File: src/sv/hsvrgb_pkg.sv
// hsvrgb_pkg: widths, constants and the sector code shared by the hsv to rgb converter
// no dependencies; used by hsvrgb_div and hsv_to_rgb_converter_unit

package hsvrgb_pkg;

    // field widths
    localparam int HUE_W         = 17;
    localparam int CH_W          = 8;
    localparam int HUE_FRAC_BITS = 8;

    // one sector is 60 degrees; 60 = 15 << 2
    localparam int SECTOR_SPAN = 60 << HUE_FRAC_BITS;
    localparam int REM_W       = $clog2(SECTOR_SPAN);
    localparam int SPAN_W      = $clog2(SECTOR_SPAN + 1);
    localparam int CMP_W       = 32;

    // full scale and the shared divisor: 255 * sector span = 3825 << DIV_SHIFT
    localparam int FULL_SCALE = 255;
    localparam int SPAN_ODD   = 15;
    localparam int DIV_BASE   = FULL_SCALE * SPAN_ODD;
    localparam int DIV_SHIFT  = HUE_FRAC_BITS + 2;
    localparam int BIG        = FULL_SCALE * SECTOR_SPAN;
    localparam int BIG_W      = $clog2(BIG + 1);
    localparam int PROD_W     = BIG_W + CH_W;
    localparam int PTERM_W    = $clog2(DIV_BASE + 1);

    // dividend of the shared divide, at most 255 * 3825
    localparam int SCALE_W = $clog2(FULL_SCALE * DIV_BASE + 1);

    // reciprocal of the divisor, estimate is exact or one low
    localparam int    RECIP_SHIFT = 32;
    localparam longint RECIP      = (longint'(1) << RECIP_SHIFT) / DIV_BASE;
    localparam int    RECIP_W     = $clog2(RECIP + 1);
    localparam int    EST_PROD_W  = SCALE_W + RECIP_W;

    // hue sector, anything at or past 360 degrees is black
    typedef enum logic [2:0] {
        SECT_R_Y  = 3'd0,
        SECT_Y_G  = 3'd1,
        SECT_G_C  = 3'd2,
        SECT_C_B  = 3'd3,
        SECT_B_M  = 3'd4,
        SECT_M_R  = 3'd5,
        SECT_NONE = 3'd6
    } t_sector;

    localparam int NUM_SECT = 6;

endpackage

File: src/sv/hsvrgb_div.sv
// hsvrgb_div: two-stage divide of a channel dividend by 3825 via reciprocal and correction
// depends on hsvrgb_pkg

module hsvrgb_div (
    input  logic                           i_clk,
    input  logic                           i_en,
    input  logic [hsvrgb_pkg::SCALE_W-1:0] i_num,
    output logic [hsvrgb_pkg::CH_W-1:0]    o_quot
);
    import hsvrgb_pkg::*;

    localparam logic [RECIP_W-1:0] RECIP_V    = RECIP_W'(RECIP);
    localparam logic [SCALE_W-1:0] DIV_BASE_V = SCALE_W'(DIV_BASE);

    logic [SCALE_W-1:0]    r_num;
    logic [CH_W-1:0]       r_est;
    logic [CH_W-1:0]       r_quot;
    logic [EST_PROD_W-1:0] est_prod;
    logic [CH_W-1:0]       n_est;
    logic [SCALE_W-1:0]    back_prod;
    logic [SCALE_W-1:0]    resid;
    logic [CH_W-1:0]       n_quot;

    // quotient estimate from the reciprocal, never above the true quotient
    always_comb begin
        est_prod = EST_PROD_W'(i_num) * EST_PROD_W'(RECIP_V);
        n_est    = est_prod[RECIP_SHIFT +: CH_W];
    end

    always_ff @(posedge i_clk) begin
        if (i_en) begin
            r_num <= i_num;
            r_est <= n_est;
        end
    end

    // fix up the estimate when the residue still holds one divisor
    always_comb begin
        back_prod = SCALE_W'(r_est) * DIV_BASE_V;
        resid     = r_num - back_prod;
        n_quot    = r_est + CH_W'(resid >= DIV_BASE_V);
    end

    always_ff @(posedge i_clk) begin
        if (i_en) begin
            r_quot <= n_quot;
        end
    end

    assign o_quot = r_quot;

endmodule

File: src/sv/hsv_to_rgb_converter_unit.sv
// hsv_to_rgb_converter_unit: six-stage pipelined hsv to rgb pixel converter
// depends on hsvrgb_pkg and hsvrgb_div
//
// usage
//   input channel: i_valid, i_hue, i_saturation, i_brightness, stalled by o_stall.
//   output channel: o_valid, o_red, o_green, o_blue, stalled by i_stall.
//   a transfer happens on a rising edge with valid high and stall low.
//   hue is in degrees with HUE_FRAC_BITS fractional bits; a hue of 360 or more
//   gives black. saturation and brightness use 255 as full scale.
//   o_valid rises once the pixel has passed through the six register stages; one
//   pixel is taken every cycle while o_stall is low, since the stages all advance
//   together.
//   the stages are sector select, partial products, channel dividends,
//   reciprocal estimate, divide correction and the sector mux into the
//   output register.
//   when i_stall is high with a result waiting, the whole pipeline holds and
//   o_stall rises; nothing is lost or repeated. bubbles are not squeezed out.
//   reset clears all valid bits, so o_valid is low after reset.

module hsv_to_rgb_converter_unit (
    input  logic                         i_clk,
    input  logic                         i_rst_n,
    input  logic                         i_valid,
    output logic                         o_stall,
    input  logic [hsvrgb_pkg::HUE_W-1:0] i_hue,
    input  logic [hsvrgb_pkg::CH_W-1:0]  i_saturation,
    input  logic [hsvrgb_pkg::CH_W-1:0]  i_brightness,
    output logic                         o_valid,
    input  logic                         i_stall,
    output logic [hsvrgb_pkg::CH_W-1:0]  o_red,
    output logic [hsvrgb_pkg::CH_W-1:0]  o_green,
    output logic [hsvrgb_pkg::CH_W-1:0]  o_blue
);
    import hsvrgb_pkg::*;

    localparam int NUM_STAGE = 6;

    localparam logic [BIG_W-1:0]   BIG_V      = BIG_W'(BIG);
    localparam logic [SPAN_W-1:0]  SPAN_V     = SPAN_W'(SECTOR_SPAN);
    localparam logic [PTERM_W-1:0] FULL_V     = PTERM_W'(FULL_SCALE);
    localparam logic [PTERM_W-1:0] SPAN_ODD_V = PTERM_W'(SPAN_ODD);

    logic                 en;
    logic [NUM_STAGE-1:0] r_vld;

    // stage 1 signals
    logic [CMP_W-1:0] hue_ext;
    logic [CMP_W-1:0] sect_lo;
    logic [CMP_W-1:0] sect_hi;
    t_sector          n_sect;
    logic [REM_W-1:0] n_rem;
    t_sector          r1_sect;
    logic [REM_W-1:0] r1_rem;
    logic [CH_W-1:0]  r1_sat;
    logic [CH_W-1:0]  r1_bri;

    // stage 2 signals
    logic [SPAN_W-1:0]  span_less;
    t_sector            r2_sect;
    logic [CH_W-1:0]    r2_bri;
    logic [BIG_W-1:0]   r2_xq;
    logic [BIG_W-1:0]   r2_xt;
    logic [PTERM_W-1:0] r2_pterm;

    // stage 3 signals
    logic [PROD_W-1:0]  prod_q;
    logic [PROD_W-1:0]  prod_t;
    t_sector            r3_sect;
    logic [CH_W-1:0]    r3_bri;
    logic [SCALE_W-1:0] r3_mq;
    logic [SCALE_W-1:0] r3_mt;
    logic [SCALE_W-1:0] r3_mp;

    // stages 4 and 5 carry the sector and brightness beside the dividers
    t_sector         r4_sect;
    logic [CH_W-1:0] r4_bri;
    t_sector         r5_sect;
    logic [CH_W-1:0] r5_bri;
    logic [CH_W-1:0] r5_q;
    logic [CH_W-1:0] r5_t;
    logic [CH_W-1:0] r5_p;

    // output stage
    logic [CH_W-1:0] n_red;
    logic [CH_W-1:0] n_green;
    logic [CH_W-1:0] n_blue;
    logic [CH_W-1:0] r_red;
    logic [CH_W-1:0] r_green;
    logic [CH_W-1:0] r_blue;

    // whole pipeline advances unless a waiting result is stalled
    assign en      = !(r_vld[NUM_STAGE-1] && i_stall);
    assign o_stall = !en;
    assign o_valid = r_vld[NUM_STAGE-1];

    always_ff @(posedge i_clk) begin
        if (!i_rst_n) begin
            r_vld <= '0;
        end else if (en) begin
            r_vld <= {r_vld[NUM_STAGE-2:0], i_valid};
        end
    end

    // stage 1: sector select by parallel compares and remainder in sector
    always_comb begin
        hue_ext = CMP_W'(i_hue);
        n_sect  = SECT_NONE;
        n_rem   = '0;
        sect_lo = '0;
        sect_hi = '0;
        for (int k = 0; k < NUM_SECT; k++) begin
            sect_lo = CMP_W'(k * SECTOR_SPAN);
            sect_hi = CMP_W'((k + 1) * SECTOR_SPAN);
            if (hue_ext >= sect_lo && hue_ext < sect_hi) begin
                n_sect = t_sector'(3'(k));
                n_rem  = REM_W'(hue_ext - sect_lo);
            end
        end
    end

    always_ff @(posedge i_clk) begin
        if (en) begin
            r1_sect <= n_sect;
            r1_rem  <= n_rem;
            r1_sat  <= i_saturation;
            r1_bri  <= i_brightness;
        end
    end

    // stage 2: saturation products for q and t, and the p factor
    assign span_less = SPAN_V - SPAN_W'(r1_rem);

    always_ff @(posedge i_clk) begin
        if (en) begin
            r2_sect  <= r1_sect;
            r2_bri   <= r1_bri;
            r2_xq    <= BIG_W'(r1_rem) * BIG_W'(r1_sat);
            r2_xt    <= BIG_W'(span_less) * BIG_W'(r1_sat);
            r2_pterm <= (FULL_V - PTERM_W'(r1_sat)) * SPAN_ODD_V;
        end
    end

    // stage 3: brightness products, scaled down to a common divisor of 3825
    always_comb begin
        prod_q = PROD_W'(r2_bri) * PROD_W'(BIG_V - r2_xq);
        prod_t = PROD_W'(r2_bri) * PROD_W'(BIG_V - r2_xt);
    end

    always_ff @(posedge i_clk) begin
        if (en) begin
            r3_sect <= r2_sect;
            r3_bri  <= r2_bri;
            r3_mq   <= prod_q[DIV_SHIFT +: SCALE_W];
            r3_mt   <= prod_t[DIV_SHIFT +: SCALE_W];
            r3_mp   <= SCALE_W'(r2_bri) * SCALE_W'(r2_pterm);
        end
    end

    // stages 4 and 5: one divider lane per derived channel
    hsvrgb_div u_div_q (
        .i_clk  (i_clk),
        .i_en   (en),
        .i_num  (r3_mq),
        .o_quot (r5_q)
    );

    hsvrgb_div u_div_t (
        .i_clk  (i_clk),
        .i_en   (en),
        .i_num  (r3_mt),
        .o_quot (r5_t)
    );

    hsvrgb_div u_div_p (
        .i_clk  (i_clk),
        .i_en   (en),
        .i_num  (r3_mp),
        .o_quot (r5_p)
    );

    always_ff @(posedge i_clk) begin
        if (en) begin
            r4_sect <= r3_sect;
            r4_bri  <= r3_bri;
            r5_sect <= r4_sect;
            r5_bri  <= r4_bri;
        end
    end

    // stage 6: sector mux into the output register
    always_comb begin
        unique case (r5_sect)
            SECT_R_Y: begin
                n_red = r5_bri; n_green = r5_t;   n_blue = r5_p;
            end
            SECT_Y_G: begin
                n_red = r5_q;   n_green = r5_bri; n_blue = r5_p;
            end
            SECT_G_C: begin
                n_red = r5_p;   n_green = r5_bri; n_blue = r5_t;
            end
            SECT_C_B: begin
                n_red = r5_p;   n_green = r5_q;   n_blue = r5_bri;
            end
            SECT_B_M: begin
                n_red = r5_t;   n_green = r5_p;   n_blue = r5_bri;
            end
            SECT_M_R: begin
                n_red = r5_bri; n_green = r5_p;   n_blue = r5_q;
            end
            default: begin
                n_red = '0;     n_green = '0;     n_blue = '0;
            end
        endcase
    end

    always_ff @(posedge i_clk) begin
        if (en) begin
            r_red   <= n_red;
            r_green <= n_green;
            r_blue  <= n_blue;
        end
    end

    assign o_red   = r_red;
    assign o_green = r_green;
    assign o_blue  = r_blue;

    // stall toward the source only while a result waits at the output
    a_stall_has_result: assert property (@(posedge i_clk) disable iff (!i_rst_n)
        o_stall |-> o_valid)
        else $error("o_stall high with no result waiting");

    // derived channels never exceed brightness
    a_chan_bounded: assert property (@(posedge i_clk) disable iff (!i_rst_n)
        r_vld[NUM_STAGE-2] |-> (r5_q <= r5_bri && r5_t <= r5_bri && r5_p <= r5_bri))
        else $error("divider lane result above brightness");

    // a hue past the last sector comes out black
    a_black_out: assert property (@(posedge i_clk) disable iff (!i_rst_n)
        (en && r_vld[NUM_STAGE-2] && r5_sect == SECT_NONE)
            |=> (o_red == '0 && o_green == '0 && o_blue == '0))
        else $error("out of range hue did not give black");

    // a transfer taken in leaves the first stage valid on the next edge
    a_enter_stage: assert property (@(posedge i_clk) disable iff (!i_rst_n)
        (i_valid && !o_stall) |=> r_vld[0])
        else $error("accepted pixel lost at pipeline entry");

endmodule

File: config.mk
export PLATFORM = sky130hd
export DESIGN_NAME = hsv_to_rgb_converter_unit
export DESIGN_NICKNAME = d
export VERILOG_FILES = /design/src/sv/hsvrgb_pkg.sv /design/src/sv/hsvrgb_div.sv /design/src/sv/hsv_to_rgb_converter_unit.sv
export SDC_FILE = /design/constraint.sdc
export NUM_CORES = 2
export LEC_CHECK = 0
export BUFFER_PORTS_ARGS = -buffer_cell sky130_fd_sc_hd__clkbuf_2
export CAP_MARGIN = 10
export CORE_UTILIZATION = 42
export CTS_CLUSTER_SIZE = 20
export DETAILED_ROUTE_END_ITERATION = 10
export SLEW_MARGIN = 20
export SYNTH_ARGS = -nofsm -noshare
export SYNTH_HDL_FRONTEND = slang
export SYNTH_SLANG_ARGS = --single-unit
export TNS_END_PERCENT = 5
File: constraint.sdc
create_clock -name i_clk -period 13.13 [get_ports i_clk]
set_clock_uncertainty 0.15 [all_clocks]
set_input_delay 0.6565 -clock i_clk [delete_from_list [all_inputs] [get_ports i_clk]]
set_output_delay 0.6565 -clock i_clk [all_outputs]
set_load 0.005 [all_outputs]
After elaboration in Yosys (flattened, before gate mapping)
Index checks and enable logic that the tools add are counted.
{"block": "totals", "ff_bits": 331, "inputBits": 37, "out_inout_bits": 26}
{"block": "classes", "n_addsub": 15, "n_mul": 12, "magnitude_cmp": 14, "n_eq_ne": 5, "mux": 14, "reduce_logical": 14}
{"op": "20-bit by 21-bit multiplier with 40-bit output, second input constant", "n": 3}
{"op": "8-bit case mux with 4 select lines", "n": 3}
{"op": "14-bit 2-to-1 mux", "n": 6}
{"op": "14-bit subtractor, second input constant", "n": 5}
{"op": "20-bit by 12-bit >= comparator with 1-bit output, second input constant", "n": 3}
{"op": "8-bit by 12-bit multiplier with 20-bit output, second input constant", "n": 3}
{"op": "9-bit by 23-bit multiplier with 30-bit output", "n": 2}
{"op": "20-bit subtractor", "n": 3}
{"op": "22-bit by 22-bit subtractor with 23-bit output, first input constant", "n": 2}
{"op": "14-bit by 8-bit multiplier with 22-bit output", "n": 2}
{"op": "17-bit by 16-bit >= comparator with 1-bit output, second input constant", "n": 2}
{"op": "17-bit by 16-bit less-than comparator with 1-bit output, second input constant", "n": 2}
{"op": "17-bit less-than comparator, second input constant", "n": 2}
{"op": "8-bit by 1-bit adder with 8-bit output", "n": 3}
{"op": "8-bit by 12-bit multiplier with 20-bit output", "n": 1}
{"op": "17-bit by 14-bit >= comparator with 1-bit output, second input constant", "n": 1}
{"op": "17-bit by 15-bit >= comparator with 1-bit output, second input constant", "n": 1}
{"op": "17-bit >= comparator, second input constant", "n": 1}
{"op": "17-bit by 14-bit less-than comparator with 1-bit output, second input constant", "n": 1}
{"op": "17-bit by 15-bit less-than comparator with 1-bit output, second input constant", "n": 1}
{"op": "2-bit OR reduction", "n": 7}
{"op": "14-bit subtractor, first input constant", "n": 1}
{"op": "9-bit by 5-bit multiplier with 12-bit output, second input constant", "n": 1}
{"op": "3-bit 2-to-1 mux", "n": 4}
{"op": "other kinds (7)", "n": 14}

Longest topological paths before layout
{"block": "depth", "word_depth": 7, "mapped_depth": 27}

Hierarchy
A second synthesis with hierarchy kept.
{"block": "unflattened", "hier_cells": 5900, "hier_area_um2": 58277.1}
{"module": "hsv_to_rgb_converter_unit", "instances": 1, "cells_per_inst": 3216, "area_per_inst_um2": 31156.1, "seq_area_each_um2": 6606.3}
{"module": "hsvrgb_div at u_div_q", "instances": 1, "cells_per_inst": 925, "area_per_inst_um2": 9230.1, "seq_area_each_um2": 1081.0}
{"module": "hsvrgb_div at u_div_p", "instances": 1, "cells_per_inst": 886, "area_per_inst_um2": 8972.4, "seq_area_each_um2": 1081.0}
{"module": "hsvrgb_div at u_div_t", "instances": 1, "cells_per_inst": 873, "area_per_inst_um2": 8918.6, "seq_area_each_um2": 1081.0}

Worst setup path after synthesis
Ideal clock, no wire load.
{"block": "synth_path", "path_kind": "input -> register", "start": "input port i_stall", "end": "register r_vld[5]", "arrival_time_ps": 9363, "required_ps": 12854, "setup_slack_ps": 3491, "path_stages": 3, "path_buffers": 0, "cell_sequence": "nand2_1 inv_1 o21a_1"}
{"block": "synth_via", "elab_chain_len": 1}
{"element": "from (decl)", "line": "hsv_to_rgb_converter_unit.sv:29", "rtl": "input logic i_stall,"}
{"element": "1-bit logical AND", "line": "hsv_to_rgb_converter_unit.sv:92", "rtl": "assign en = !(r_vld[NUM_STAGE-1] && i_stall);"}
{"element": "net o_stall", "line": "hsv_to_rgb_converter_unit.sv:24", "rtl": "output logic o_stall,"}
{"element": "to (signal assigned)", "line": "hsv_to_rgb_converter_unit.sv:100", "rtl": "r_vld <= {r_vld[NUM_STAGE-2:0], i_valid};"}
{"element": "to (decl)", "line": "hsv_to_rgb_converter_unit.sv:44", "rtl": "logic [NUM_STAGE-1:0] r_vld;"}
The timed path passes the listed nets, and every way through them passes these cells.
A chain may end at the register's enable or synchronous reset.

==> flow_summary.yaml <==
clock_tree:
  clk_latency_ps: 630
  cts_hold_buf: 2
  clk_pin_slew_ps: 60
  cts_root_buffer: "clkbuf_16"
  cts.sinks: 330
  htreeDepth: 2
  cts_resized: 0
  tritoncts.num_buffers: 43
  clockBufferDepth: 3
  post_cts_buffers: 0
  cts_tree: "yes"
status:
  status: "finished clean"
synthesis:
  seq_area_frac_synth_pct: 17.2
  synth.net_count: 7611
  mappedNetlistArea_mm2: 0.0573
  yosysWarnings: 0
  async_flop_share_pct: 0
  synth_edf_count: 324
  yosysMostFrequentCell: "inv_1"
  ys_top_cells_by_area: "fa_1, ha_1, edfxtp_1, inv_1, and2_1"
  syn_area_per_cell_um2: 10.0
  syn_inst: 5707
  yosysTopAreaCellShare_pct: 29.9
  synth_cell_types: 89
  synth-seq-cells: 330
  synth_top_cell_by_area: "fa_1"
  synthTopCellsByCount: "inv_1, ha_1, fa_1"
  synth_flop_cell: "edfxtp_1"
timing:
  drv_slew: 0
  hold_viol: 0
  fin_tns_setup_ps: 0
  slew_headroom_pct: 33.8
  fin_crit_sh_pct: 58.8
  setup_viol: 0
  rsz0062_at_grt: "false"
  max_freq_ghz: 0.130
  period_needed_ps: 7720
  worst_slew_pin_slew_ps: 994
cells_and_area:
  nets: 7642
  syn2layout_area_growth_pct: 6.61
  fin_cells: 7553
  final_util_pct: 45.1
  final_area_mm2: 0.0611
  diodes: 0
  final_layout_size_suffix_gt1_share_pct: 3.50
placed_design:
  port_buffers: 62
  dp_hpwl_mm: 96.0
  gp_congestion: 0.880
  post_dp_cell_area_mm2: 0.0597
  place_inst: 7472
grt:
  antenna_found_initial: 1
  gr-usage-all-layers_pct: 17.6
  grt_pass1_wl_mm: 197
  grt_max_degree: 161
  overflow: 0
  grt_pass1_vias: 38700
critical_path:
  crit_path_end: "r3_mt[19]"
  r2r-end: "r3_mt[19]"
  r2r_cells: 26
  worst_path_dominant_cell_family: "adder cells"
  crit_required_ps: 13360
  crit_arrival_ps: 7950
  path_buf_inv: 4
  slowest_stage: "fa_1"
  rrSetupSlack_ps: 5410
  critPathLaunchType: "flip-flop"
  end_kind: "flip-flop"
  worstPathMaxFanout: 11
  max_stage_delay_ps: 580
  critPathKind: "flip-flop to flip-flop"
  worst-path-stages: 26
  crit_start: "r2_xq[0]"
  worstReg2RegStart: "r2_xq[0]"
run:
  maxCapViolCount: 0
route:
  drt_wl_total_mm: 117
  drt_pre_antenna_iters: 5
  drt_iter0_drc: 1748
  wire_per_inst_um: 15.5
  remaining_drc_errors: 0
  viasPerCell: 4.93
  vias: 37300
  ant_nets: 0
floorplanning:
  coreArea_mm2: 0.135
  rows: 135
  dieArea_mm2: 0.138
  initial_utilization_pct: 42.3
  fp.dieW_um: 371
  die_y_um: 371
  pin_count: 63
hold_path:
  min_path_type: "input port to flip-flop"
[area by class of cell]
cell class / instances / area [µm²]
clock buffers: 46 / 1090
well taps: 1781 / 2230
fillers: 13000 / 74400
repair buffers: 86 / 508
multi-input cells: 3863 / 41800
flip-flops and latches: 330 / 9850
clock inverters: 33 / 335
inverters: 1414 / 5310
[worst min path at each step]
stage | slack [ps] | endpoint | start | depth (start not counted)
after global placement | 250 | r4_bri[1] | r3_bri[1] | 0
after detailed placement | 250 | r3_sect[1] | r2_sect[1] | 0
after global routing | 20 | r1_bri[2] | i_brightness[2] | 1
after CTS | 1 | r1_bri[4] | i_brightness[4] | 1
final | 50 | r1_bri[4] | i_brightness[4] | 1
after floorplan | 250 | r2_bri[0] | r1_bri[0] | 0
[flip-flops by register name (all words and copies together) (netlist names), 12 cells and up]
signal / count
r2_xq: 22
r2_xt: 21
r3_mq: 20
u_div_p.r_num: 20
r3_mt: 20
r1_rem: 14
u_div_q.r_num: 20
r2_pterm: 12
r3_mp: 20
u_div_t.r_num: 20
[routing by layer]
| layer | vias up | track usage (%) | routed length [µm] |
|---|---|---|---|
| li1 | 18100 | - | - |
| met1 | 18600 | 25.0 | 57200 |
| met2 | 440 | 29.6 | 55000 |
| met3 | 103 | 1.49 | 3230 |
| met4 | 0 | 3.31 | 1700 |
| met5 | - | 0 | 0 |
[layout by cell type (no fill, tap or decap), drive strengths merged, types with 19 or more instances in the layout]
| cell | instances |
|---|---|
| o21a | 29 |
| a21oi | 131 |
| a21o | 48 |
| edfxtp | 324 |
| xnor2 | 158 |
| clkbuf | 108 |
| nand2b | 19 |
| clkinv | 26 |
| mux2i | 28 |
| and3 | 25 |
| buf | 22 |
| ha | 1012 |
| nand4 | 19 |
| nor2 | 155 |
| inv | 1413 |
| or3 | 21 |
| xor2 | 70 |
| nor2b | 48 |
| o21ai | 110 |
| nand3 | 41 |
| fa | 855 |
| and2 | 367 |
| nand2 | 411 |
| nor3 | 49 |
[stage by stage]
| stage | hold WS [ps] | setup WS [ps] |
|---|---|---|
| floorplan | 250 | 3490 |
| global placement | 252 | 5380 |
| detailed placement | 255 | 5330 |
| CTS | 1.04 | 5320 |
| global route | 15.9 | 4780 |
| finish | 49.8 | 5410 |
[logic make-up (layout without fill, tap and decap cells)]
logic type               Yosys count  count (layout)  synth area share, %
adder cells (fa/ha/maj)         1867            1867                 52.0
buffers and inverters           1514            1579                 9.92
multiplexers                      37              37                0.666
flip-flops                       330             330                 17.2
AND/OR/NAND/NOR                 1212            1212                 10.7
XOR/XNOR                         228             228                 3.50
AO/OA/AOI/OAI                    519             519                 6.07
Power is not shown: default switching activity piles up to over one toggle a cycle in this logic, so the estimate is an artifact.
